### src/rtl/lpcp_pkg.sv
// ---------------------------------------------------------------------------
// lpcp_pkg: shared types and constants for lidar point camera projection
// Register indexes, fixed field widths and the control word of the divide cells.
// ---------------------------------------------------------------------------
package lpcp_pkg;

	// default widths of the projection datapath
	localparam int COEF_BITS_DEF  = 32;
	localparam int COORD_BITS_DEF = 18;

	// fixed field widths
	localparam int SLOT_BITS   = 32;
	localparam int CFG_BITS    = 64;
	localparam int IDX_BITS    = 3;
	localparam int PIX_BITS    = 16;
	localparam int COLOR_BITS  = 8;
	localparam int RANGE_BITS  = 17;
	localparam int SIZE_BITS   = 32;
	localparam int NUM_COEF    = 6;

	// color scaling
	localparam logic [COLOR_BITS-1:0] COLOR_MAX = 8'd255;
	localparam logic [RANGE_BITS-1:0] GREEN_DIV = 17'd10000;
	localparam logic [RANGE_BITS-1:0] RANGE_RESET = 17'd100000;

	// configuration register indexes
	typedef enum logic [IDX_BITS-1:0] {
		REG_ROW0_LO  = 3'd0,
		REG_ROW0_HI  = 3'd1,
		REG_ROW1_LO  = 3'd2,
		REG_ROW1_HI  = 3'd3,
		REG_ROW2_LO  = 3'd4,
		REG_ROW2_HI  = 3'd5,
		REG_IMG_SIZE = 3'd6,
		REG_MAX_RANGE = 3'd7
	} reg_idx_t;

	// control word handed along the divide chain
	typedef struct packed {
		logic valid;
		logic drop;
		logic sat_b;
		logic sat_g;
	} ctrl_t;

endpackage

### src/rtl/lpcp_cell.sv
// ---------------------------------------------------------------------------
// lpcp_cell: one restoring divide step
// Resolves quotient bit BIT of column and row, and of blue and green when
// BIT is below the color width, then registers everything for the next cell.
// ---------------------------------------------------------------------------
module lpcp_cell #(
	parameter int REM_BITS  = 54,
	parameter int CREM_BITS = 25,
	parameter int BIT       = 15
) (
	input  logic                              clk,
	input  logic                              arst_n,
	input  logic                              en,
	input  lpcp_pkg::ctrl_t                   ctrl_i,
	input  logic [REM_BITS-1:0]               rem0_i,
	input  logic [REM_BITS-1:0]               rem1_i,
	input  logic [REM_BITS-1:0]               den_i,
	input  logic [lpcp_pkg::PIX_BITS-1:0]     q0_i,
	input  logic [lpcp_pkg::PIX_BITS-1:0]     q1_i,
	input  logic [CREM_BITS-1:0]              cremb_i,
	input  logic [CREM_BITS-1:0]              cremg_i,
	input  logic [lpcp_pkg::RANGE_BITS-1:0]   cden_i,
	input  logic [lpcp_pkg::COLOR_BITS-1:0]   qb_i,
	input  logic [lpcp_pkg::COLOR_BITS-1:0]   qg_i,
	output lpcp_pkg::ctrl_t                   ctrl_o,
	output logic [REM_BITS-1:0]               rem0_o,
	output logic [REM_BITS-1:0]               rem1_o,
	output logic [REM_BITS-1:0]               den_o,
	output logic [lpcp_pkg::PIX_BITS-1:0]     q0_o,
	output logic [lpcp_pkg::PIX_BITS-1:0]     q1_o,
	output logic [CREM_BITS-1:0]              cremb_o,
	output logic [CREM_BITS-1:0]              cremg_o,
	output logic [lpcp_pkg::RANGE_BITS-1:0]   cden_o,
	output logic [lpcp_pkg::COLOR_BITS-1:0]   qb_o,
	output logic [lpcp_pkg::COLOR_BITS-1:0]   qg_o
);

	localparam int WIDE  = REM_BITS + lpcp_pkg::PIX_BITS;
	localparam int CWIDE = CREM_BITS + lpcp_pkg::RANGE_BITS;

	logic [WIDE-1:0]                    dsh;
	logic [WIDE-1:0]                    r0_ext, r1_ext;
	logic                               ge0, ge1;
	logic [REM_BITS-1:0]                rem0_n, rem1_n;
	logic [lpcp_pkg::PIX_BITS-1:0]      q0_n, q1_n;
	logic [CREM_BITS-1:0]               cremb_n, cremg_n;
	logic [lpcp_pkg::COLOR_BITS-1:0]    qb_n, qg_n;

	// pixel step, shared divisor
	always_comb begin
		dsh    = WIDE'(den_i) << BIT;
		r0_ext = WIDE'(rem0_i);
		r1_ext = WIDE'(rem1_i);
		ge0    = r0_ext >= dsh;
		ge1    = r1_ext >= dsh;
		rem0_n = ge0 ? REM_BITS'(r0_ext - dsh) : rem0_i;
		rem1_n = ge1 ? REM_BITS'(r1_ext - dsh) : rem1_i;
		q0_n   = q0_i;
		q1_n   = q1_i;
		q0_n[BIT] = ge0;
		q1_n[BIT] = ge1;
	end

	// color step only for the low quotient bits
	generate
		if (BIT < lpcp_pkg::COLOR_BITS) begin : g_color
			logic [CWIDE-1:0] bsh, gsh, b_ext, g_ext;
			logic             geb, geg;
			always_comb begin
				bsh   = CWIDE'(cden_i) << BIT;
				gsh   = CWIDE'(lpcp_pkg::GREEN_DIV) << BIT;
				b_ext = CWIDE'(cremb_i);
				g_ext = CWIDE'(cremg_i);
				geb   = b_ext >= bsh;
				geg   = g_ext >= gsh;
				cremb_n = geb ? CREM_BITS'(b_ext - bsh) : cremb_i;
				cremg_n = geg ? CREM_BITS'(g_ext - gsh) : cremg_i;
				qb_n  = qb_i;
				qg_n  = qg_i;
				qb_n[BIT] = geb;
				qg_n[BIT] = geg;
			end
		end else begin : g_pass
			always_comb begin
				cremb_n = cremb_i;
				cremg_n = cremg_i;
				qb_n    = qb_i;
				qg_n    = qg_i;
			end
		end
	endgenerate

	// control register
	always_ff @(posedge clk or negedge arst_n) begin
		if (!arst_n) begin
			ctrl_o <= '0;
		end else if (en) begin
			ctrl_o <= ctrl_i;
		end
	end

	// data registers
	always_ff @(posedge clk) begin
		if (en) begin
			rem0_o  <= rem0_n;
			rem1_o  <= rem1_n;
			den_o   <= den_i;
			q0_o    <= q0_n;
			q1_o    <= q1_n;
			cremb_o <= cremb_n;
			cremg_o <= cremg_n;
			cden_o  <= cden_i;
			qb_o    <= qb_n;
			qg_o    <= qg_n;
		end
	end

endmodule

### config.mk
export PLATFORM = sky130hd
export DESIGN_NAME = lpcp_cell
export DESIGN_NICKNAME = d
export VERILOG_FILES = /design/src/rtl/lpcp_pkg.sv /design/src/rtl/lpcp_cell.sv
export SDC_FILE = /design/constraint.sdc
export NUM_CORES = 1
export LEC_CHECK = 0
export BUFFER_PORTS_ARGS = -buffer_cell sky130_fd_sc_hd__buf_2
export CORE_AREA = 3 3 219 221
export CTS_CLUSTER_SIZE = 40
export DETAILED_ROUTE_END_ITERATION = 10
export DIE_AREA = 0 0 222 224
export GPL_TIMING_DRIVEN = 0
export SETUP_SLACK_MARGIN = 0.1
export SYNTH_ARGS = -nofsm -noshare
export SYNTH_HDL_FRONTEND = slang
export SYNTH_SLANG_ARGS = --single-unit
### constraint.sdc
create_clock -name clk -period 0.9 [get_ports clk]
set_clock_uncertainty 0.1 [all_clocks]
set_input_delay 0.135 -clock clk [delete_from_list [all_inputs] [get_ports clk]]
set_output_delay 0.135 -clock clk [all_outputs]
set_load 0.005 [all_outputs]
==> results of run 1 <==
[layout by cell type, fill, tap and decap left out, types with 11 or more instances in the layout]
cell type and count:
nand3_1 17, a21oi_2 11, nand2_1 68, buf_2 551
nor3_1 11, mux2_4 69, clkbuf_16 37, nor2_1 35
ha_4 12, buf_12 14, edfxtp_1 277, a21oi_1 77
nor4_1 12, ha_1 61, buf_6 18, inv_1 52
xor2_1 22, a21o_1 25, buf_4 43, o21ai_0 37
nand4_1 17, xnor2_1 49, dlygate4sd3_1 208
[logic make-up (layout without fill, tap and decap cells)]
kind of cell	count (synthesis)	count (layout)
buffers and inverters	89	983
AO/OA/AOI/OAI	253	253
multiplexers	80	80
other	0	5
AND/OR/NAND/NOR	209	209
flip-flops	281	281
XOR/XNOR	71	71
adder cells (fa/ha/maj)	80	80
[cells in the mapped netlist, drive strengths merged (8+ instances only)]
| cell type | n |
|---|---|
| inv | 62 |
| ha | 78 |
| o21ai | 45 |
| a21oi | 93 |
| nand3 | 17 |
| a21o | 28 |
| xor2 | 22 |
| nor4 | 12 |
| o21bai | 11 |
| xnor2 | 49 |
| a211oi | 8 |
| nor3 | 14 |
| buf | 11 |
| nor2 | 36 |
| o21a | 9 |
| nand2 | 73 |
| clkbuf | 16 |
| mux2 | 74 |
| edfxtp | 277 |
| nand4 | 17 |
| a31oi | 12 |
[layout make-up]
cell class | count | area [um2] | area share [%]
antenna | 5 | 12.5 | 0.0553
buffer | 23 | 245 | 1.08
clock buffer | 39 | 891 | 3.94
clock inverter | 22 | 199 | 0.880
inverter | 62 | 263 | 1.16
multi-input combinational | 693 | 6020 | 26.6
sequential | 281 | 8420 | 37.2
tap | 607 | 759 | 3.36
timing repair buffer | 837 | 5810 | 25.7
[worst paths after layout]
path	to	from	depth (start not counted)
worst max-delay path	rem0_o[46]	rem0_i[15]	14
worst min-delay path	den_o[0]	den_i[0]	1
worst max register to register	ctrl_o[0]	ctrl_o[0]	2
worst min register to register	ctrl_o[2]	ctrl_o[2]	1
max in group asynchronous	ctrl_o[0]	arst_n	3
min in group asynchronous	ctrl_o[3]	arst_n	3
[per-layer routing]
metal	up-vias	wire length [um]	global-route usage [%]	share of wire, %
met4	10	2150	8.48	3.9
met3	128	3790	5.92	6.8
met2	479	28800	38.7	52
li1	5821	-	-	-
met1	6041	21000	24.1	38
met5	-	80	0	0.14
[per-stage QoR]
step	setup slack, ns	std cells
6_report	-2.15	2569
4_1_cts	-2.28	2547
3_3_place_gp	-4.69	2232
2_1_floorplan	-2.38	1063
5_1_grt	-2.21	2568
3_5_place_dp	-3.73	2234
[repair_timing]
action                                  4_1_cts  5_1_grt
endpoints found under the setup margin      609      369
hold buffers                                207        2
setup buffers                                43       17
pin swaps                                    30       32
gates resized for setup                     169       55
endpoints found under the hold margin       316      113
gates cloned                                  5        2
[where the power goes]
part	switching (mW)	total (mW)	internal, mW
clock	5.70	13.5	7.77
combinational	4.17	8.10	3.94
sequential	0.283	15.8	15.5
total	10.2	37.4	27.2
[sequential cells by signal (all words and copies together), names as in the netlist]
name     count
cremb_o     25
cremg_o     25
qg_o         8
q1_o        16
q0_o        16
den_o       54
cden_o      17
rem1_o      54
rem0_o      54
ctrl_o       4
qb_o         8
[worst max-delay path, cell delays in order]
cell      delay (ns)
buf_8           0.09
inv_12          0.03
ha_4            0.15
fa_2            0.37
nor2b_4         0.16
o21bai_4        0.10
a211o_4         0.38
a211oi_4        0.37
a211oi_4        0.13
o31a_2          0.35
o32ai_4         0.30
buf_12          0.20
buf_16          0.16
mux2_4          0.31
==> impl_results.md, run 1 <==
- Status: complete, but fails checks
- Failing checks: negative hold slack, negative setup slack
- Die Ht: between 200 and 250 um
- Drt drc: 0
- Worst slew pin tran: 0.711 ns
- Hold Vio Cnt, Final: roughly 110
- First-pass GRT wire length: 80600 um
- P per Cell Area: 1650 mW/mm2
- RSZ-0062 raised after global routing: true
- Std cell rows: 79
- Reg clk slew, reported paths: 0.06 ns
- Area contributors post-synth: edfxtp_1 60%, ha_1 7.0%, mux2_2 6.0%
- Register area share after synthesis: 60.2%
- CP endpoint kind: flop
- All-Layer GR Usage: about 21%
- Setup violations, final: 362
- Post-synthesis async set-or-reset flop share: approximately 1.4%
- DRT Pass-1 Iters: 5
- Synthesis-to-finish area growth: 61.9%
- Post-synth EDFFs: 277
- Synth unique cells: just under 70
- Root Buffer: clkbuf_16
- Fin crit period: 3.05 ns
- CORE AREA: 0.0464 mm2
- R2r setup slk: -0.08 ns
- PnR worst setup slack: -2.15 ns
- Clk Latency, worst-skew pair: 0.53 ns
- Hold slack final: -0.295 ns
- Initial antenna violation count: 11
- Crit path required time: 1.09 ns
- NumNets Final: 2296
- Synth Warn #: 0
- Longest Clk Path Bufs: 3
- Syn avg cell area: ~13 um2
- Design Power: 37.4 mW
- Setup CP Type: in2reg
- Chip width: 222 um
- Final core utilization: 48.8%
- CTS sink count: 281
- HP Class: in2reg
- Slew HR: 52.2%
- Initial Utilization: between 30% and 40%
- F_max: 0.328 GHz
- Design area: between 0.02 and 0.025 mm2
- Placed Area: between 0.015 and 0.02 mm2
- TritonCTS buffer count: 34
- Routed WL per cell: 21.7 um
- Ports: 565
- Adder-cell share of the synthesized area: 7.27%
- Lkg Pwr: 9.63 nW
- DRT antenna net count: 0
- Final GP Congestion: 0.914
- Fillers: 4075
- Area share of the largest cell type after synthesis: 59.5%
- Compound-Gate Fraction of Synth Area: between 10 and 15%
- Yosys top cell by area: edfxtp_1
- H-tree depth reported by CTS: 2
- Layout cells sized above 1: around 45%
- Leading register cell type out of synthesis: edfxtp_1
- Vias in the first global route: 13000
- Combinational family with the most area after synthesis: compound AO/OA/AOI/OAI gates
- Grt total ovfl: 0
- Post-DP HPWL: 40900 um
- Tcrit/Tclk final: 339%
- Post-Syn Instances: 1063
- CP max FO: 8
- Synth Area in Simple Gates: 7.42%
- CTS tree: built
- Initial drt markers: 764
- Post-synthesis register bit count: approximately 280
- Vias per cell: 4.86
- Die area: 0.0497 mm2
- Pins Over Slew Limit: 0
- Syn_nets: 1427
- Largest net degree at the start of global routing: 65
- Post-Syn Area: between 0.01 and 0.015 mm2
- Crit path launch type: input port
- VDD IR max: 1.49 mV
- Xor and xnor area share after synthesis: around 4.5%
- Via count: 12500
- Worst Path Arrival: 3.24 ns
- Mux share of post-synthesis cell area: 6.39%
- PortBufs: 562
- Setup_tns: -257.92 ns
- Post-Route WL: 55800 um
- Max_cap viols: 0
(Power assumes the default switching activity.)
==> run 2, diff against run 1 <==
--- a/config.mk
+++ b/config.mk
@@ -5,12 +5,15 @@
 export SDC_FILE = /design/constraint.sdc
 export NUM_CORES = 1
 export LEC_CHECK = 0
-export BUFFER_PORTS_ARGS = -buffer_cell sky130_fd_sc_hd__buf_2
-export CORE_AREA = 3 3 219 221
+export BUFFER_PORTS_ARGS = -buffer_cell sky130_fd_sc_hd__clkbuf_2
+export CELL_PAD_IN_SITES_DETAIL_PLACEMENT = 0
+export CELL_PAD_IN_SITES_GLOBAL_PLACEMENT = 1
+export CORE_AREA = 3 3 220 222
 export CTS_CLUSTER_SIZE = 40
 export DETAILED_ROUTE_END_ITERATION = 10
-export DIE_AREA = 0 0 222 224
+export DIE_AREA = 0 0 223 225
 export GPL_TIMING_DRIVEN = 0
+export PLACE_DENSITY_LB_ADDON = 0.1
 export SETUP_SLACK_MARGIN = 0.1
 export SYNTH_ARGS = -nofsm -noshare
 export SYNTH_HDL_FRONTEND = slang
==> constraint.sdc (replaced) <==
create_clock -name clk -period 0.9 [get_ports clk]
set_clock_uncertainty 0.1 [all_clocks]
set_input_delay 0.135 -clock clk [delete_from_list [all_inputs] [get_ports clk]]
set_output_delay 0.135 -clock clk [all_outputs]
set_load 0.02 [all_outputs]
==> impl_results.md, run 2 (synthesized netlist as in run 1, its figures left out) <==
- Chip width: 223 um
- TritonCTS buffer count: 35
- VDD IR max: 1.58 mV
- Routed WL per cell: 22.3 um
- HP Class: in2reg
- Setup violations, final: between 300 and 400
- CP endpoint kind: flop
- Crit path required time: ~1.1 ns
- Largest regs: den_o (54), rem0_o (54), rem1_o (54)
- CTS sink count: 281
- CORE AREA: 0.0466 mm2
- NumNets Final: between 2000 and 2500
- Initial drt markers: ~580
- Grt total ovfl: 0
- Lkg Pwr: 10.2 nW
- Hold Vio Cnt, Final: around 110
- Placed cell count: roughly 2200
- All-Layer GR Usage: approximately a fifth
- Fin cells: 2567
- Hold path cells: 1
- RSZ-0062 raised after global routing: true
- Ports: 565
- Drt drc: 0
- Final GP Congestion: 0.837
- Hold slack final: -0.273 ns
- Commonest non-fill, non-tap cell in the layout: clkbuf_2
- DRT antenna net count: 0
- Initial Utilization: a little under a third
- Crit path launch type: input port
- Vias in the first global route: roughly 13000
- DRT Pass-1 Iters: 5
- Post-CTS Hold Buffers: 210
- Post-Route WL: approximately 57000 um
- Pins Over Slew Limit: 0
- Fillers: around 4100
- Setup CP Type: in2reg
- Status: complete, but fails checks
- Worst reg2reg path depth: 1
- Worst slew pin tran: between 0.7 and 0.8 ns
- Tcrit/Tclk final: 334%
- CTS tree: built
- H-tree depth reported by CTS: 2
- Synthesis-to-finish area growth: 72.3%
- Slew HR: 50.8%
- Die area: roughly 0.050 mm2
- Reg clk slew, reported paths: ~0.060 ns
- PnR worst setup slack: -2.10 ns
- Max_cap viols: 0
- CP max FO: 5
- Worst Path Arrival: 3.19 ns
- First-pass GRT wire length: approximately 80000 um
- Longest Clk Path Bufs: 3
- Initial antenna violation count: 5
- Commonest non-fill, non-tap cells in the layout: 283 x clkbuf_2, 277 x edfxtp_1, 210 x dlygate4sd3_1, 181 x buf_6, 78 x a21oi_1
- PortBufs: 562
- Root Buffer: clkbuf_16
- Placed Area: ~0.018 mm2
- Post-DP HPWL: ~43000 um
- Fin crit period: 3.00 ns
- Largest net degree at the start of global routing: approximately 100
- Layout cells sized above 1: 44.1%
- Std cell rows: 79
- Vias per cell: 4.80
- Via count: 12300
- Clk Latency, worst-skew pair: approximately 0.53 ns
- P per Cell Area: 1670 mW/mm2
- Die Ht: 225 um
- Design area: between 0.02 and 0.025 mm2
- F_max: 0.333 GHz
- Failing checks: negative hold slack, negative setup slack
[run 2: cell count changes in the layout (fill, tap and decap cells not counted), moves of 4 or more]
| cell | change |
|---|---|
| clkbuf_16 | +7 |
| buf_2 | -480 |
| clkbuf_2 | +281 |
| buf_4 | -9 |
| dfrtp_1 | -4 |
| buf_8 | +4 |
| buf_6 | +163 |
| dfrtp_2 | +4 |
| clkbuf_8 | +34 |
[run 2: path summary, 6_finish.rpt]
kind | startpoint | end | slack [ns]
worst max-delay path | rem0_i[15] | rem0_o[41] | -2.10
worst min-delay path | den_i[0] | den_o[0] | -0.27
worst max register to register | ctrl_o[2] | ctrl_o[2] | 0.01
worst min register to register | ctrl_o[3] | ctrl_o[3] | 0.44
max in group asynchronous | arst_n | ctrl_o[1] | 0.11
min in group asynchronous | arst_n | ctrl_o[2] | 0.48
[run 2: routing by layer]
| metal | track usage (%) | vias up | wire, um |
|---|---|---|---|
| met5 | 0 | - | 51 |
| met4 | 5.91 | 6 | 1370 |
| met3 | 5.42 | 86 | 3650 |
| met2 | 37.9 | 406 | 29300 |
| met1 | 24.9 | 5985 | 22800 |
| li1 | - | 5830 | - |
[run 2: area by class of cell]
cell class | instances | area, um2 | area share, %
flip-flops and latches | 281 | 8420 | 35.0
well taps | 607 | 759 | 3.15
diodes | 2 | 5.00 | 0.0208
repair buffers | 837 | 7260 | 30.1
inverters | 62 | 263 | 1.09
clock inverters | 19 | 215 | 0.894
multi-input cells | 693 | 6010 | 24.9
clock buffers | 44 | 931 | 3.87
plain buffers | 22 | 220 | 0.915
[run 2: power breakdown]
group	internal, mW	switching [mW]	total, mW
Combinational	4.81	5.32	10.1
Sequential	15.6	0.432	16.0
Clock	8.53	5.68	14.2
[run 2: worst max-delay path, cell delays in order]
cell       delay [ns]
clkbuf_16        0.12
inv_12           0.03
ha_4             0.15
fa_2             0.37
nor2b_4          0.15
o21bai_4         0.10
a211o_4          0.35
a211oi_4         0.20
buf_6            0.15
a211oi_4         0.07
o31a_2           0.35
o32ai_4          0.29
buf_6            0.18
buf_6            0.10
buf_8            0.12
mux2_4           0.31
[run 2: through the flow]
stage | setup slack, ns | utilization (%) | power (mW) | setup TNS, ns
final | -2.10 | 51.7 | 40.3 | -266.92
after CTS | -2.24 | 48.9 | 39.7 | -297.03
after floorplan | -2.38 | - | 20.5 | -168.79
after global placement | -5.50 | 38.3 | 23.7 | -1701.68
after global routing | -2.16 | 51.7 | 42.1 | -287.03
after detailed placement | -3.51 | 38.5 | 23.6 | -403.35
[run 2: what timing repair did]
| item | CTS | global route |
|---|---|---|
| hold endpoints to repair | 317 | 106 |
| buffers inserted | 42 | 14 |
| gates resized for setup | 249 | 621 |
| pin swaps | 38 | 20 |
| gates cloned | 5 | 6 |
| setup endpoints to repair | 537 | 583 |
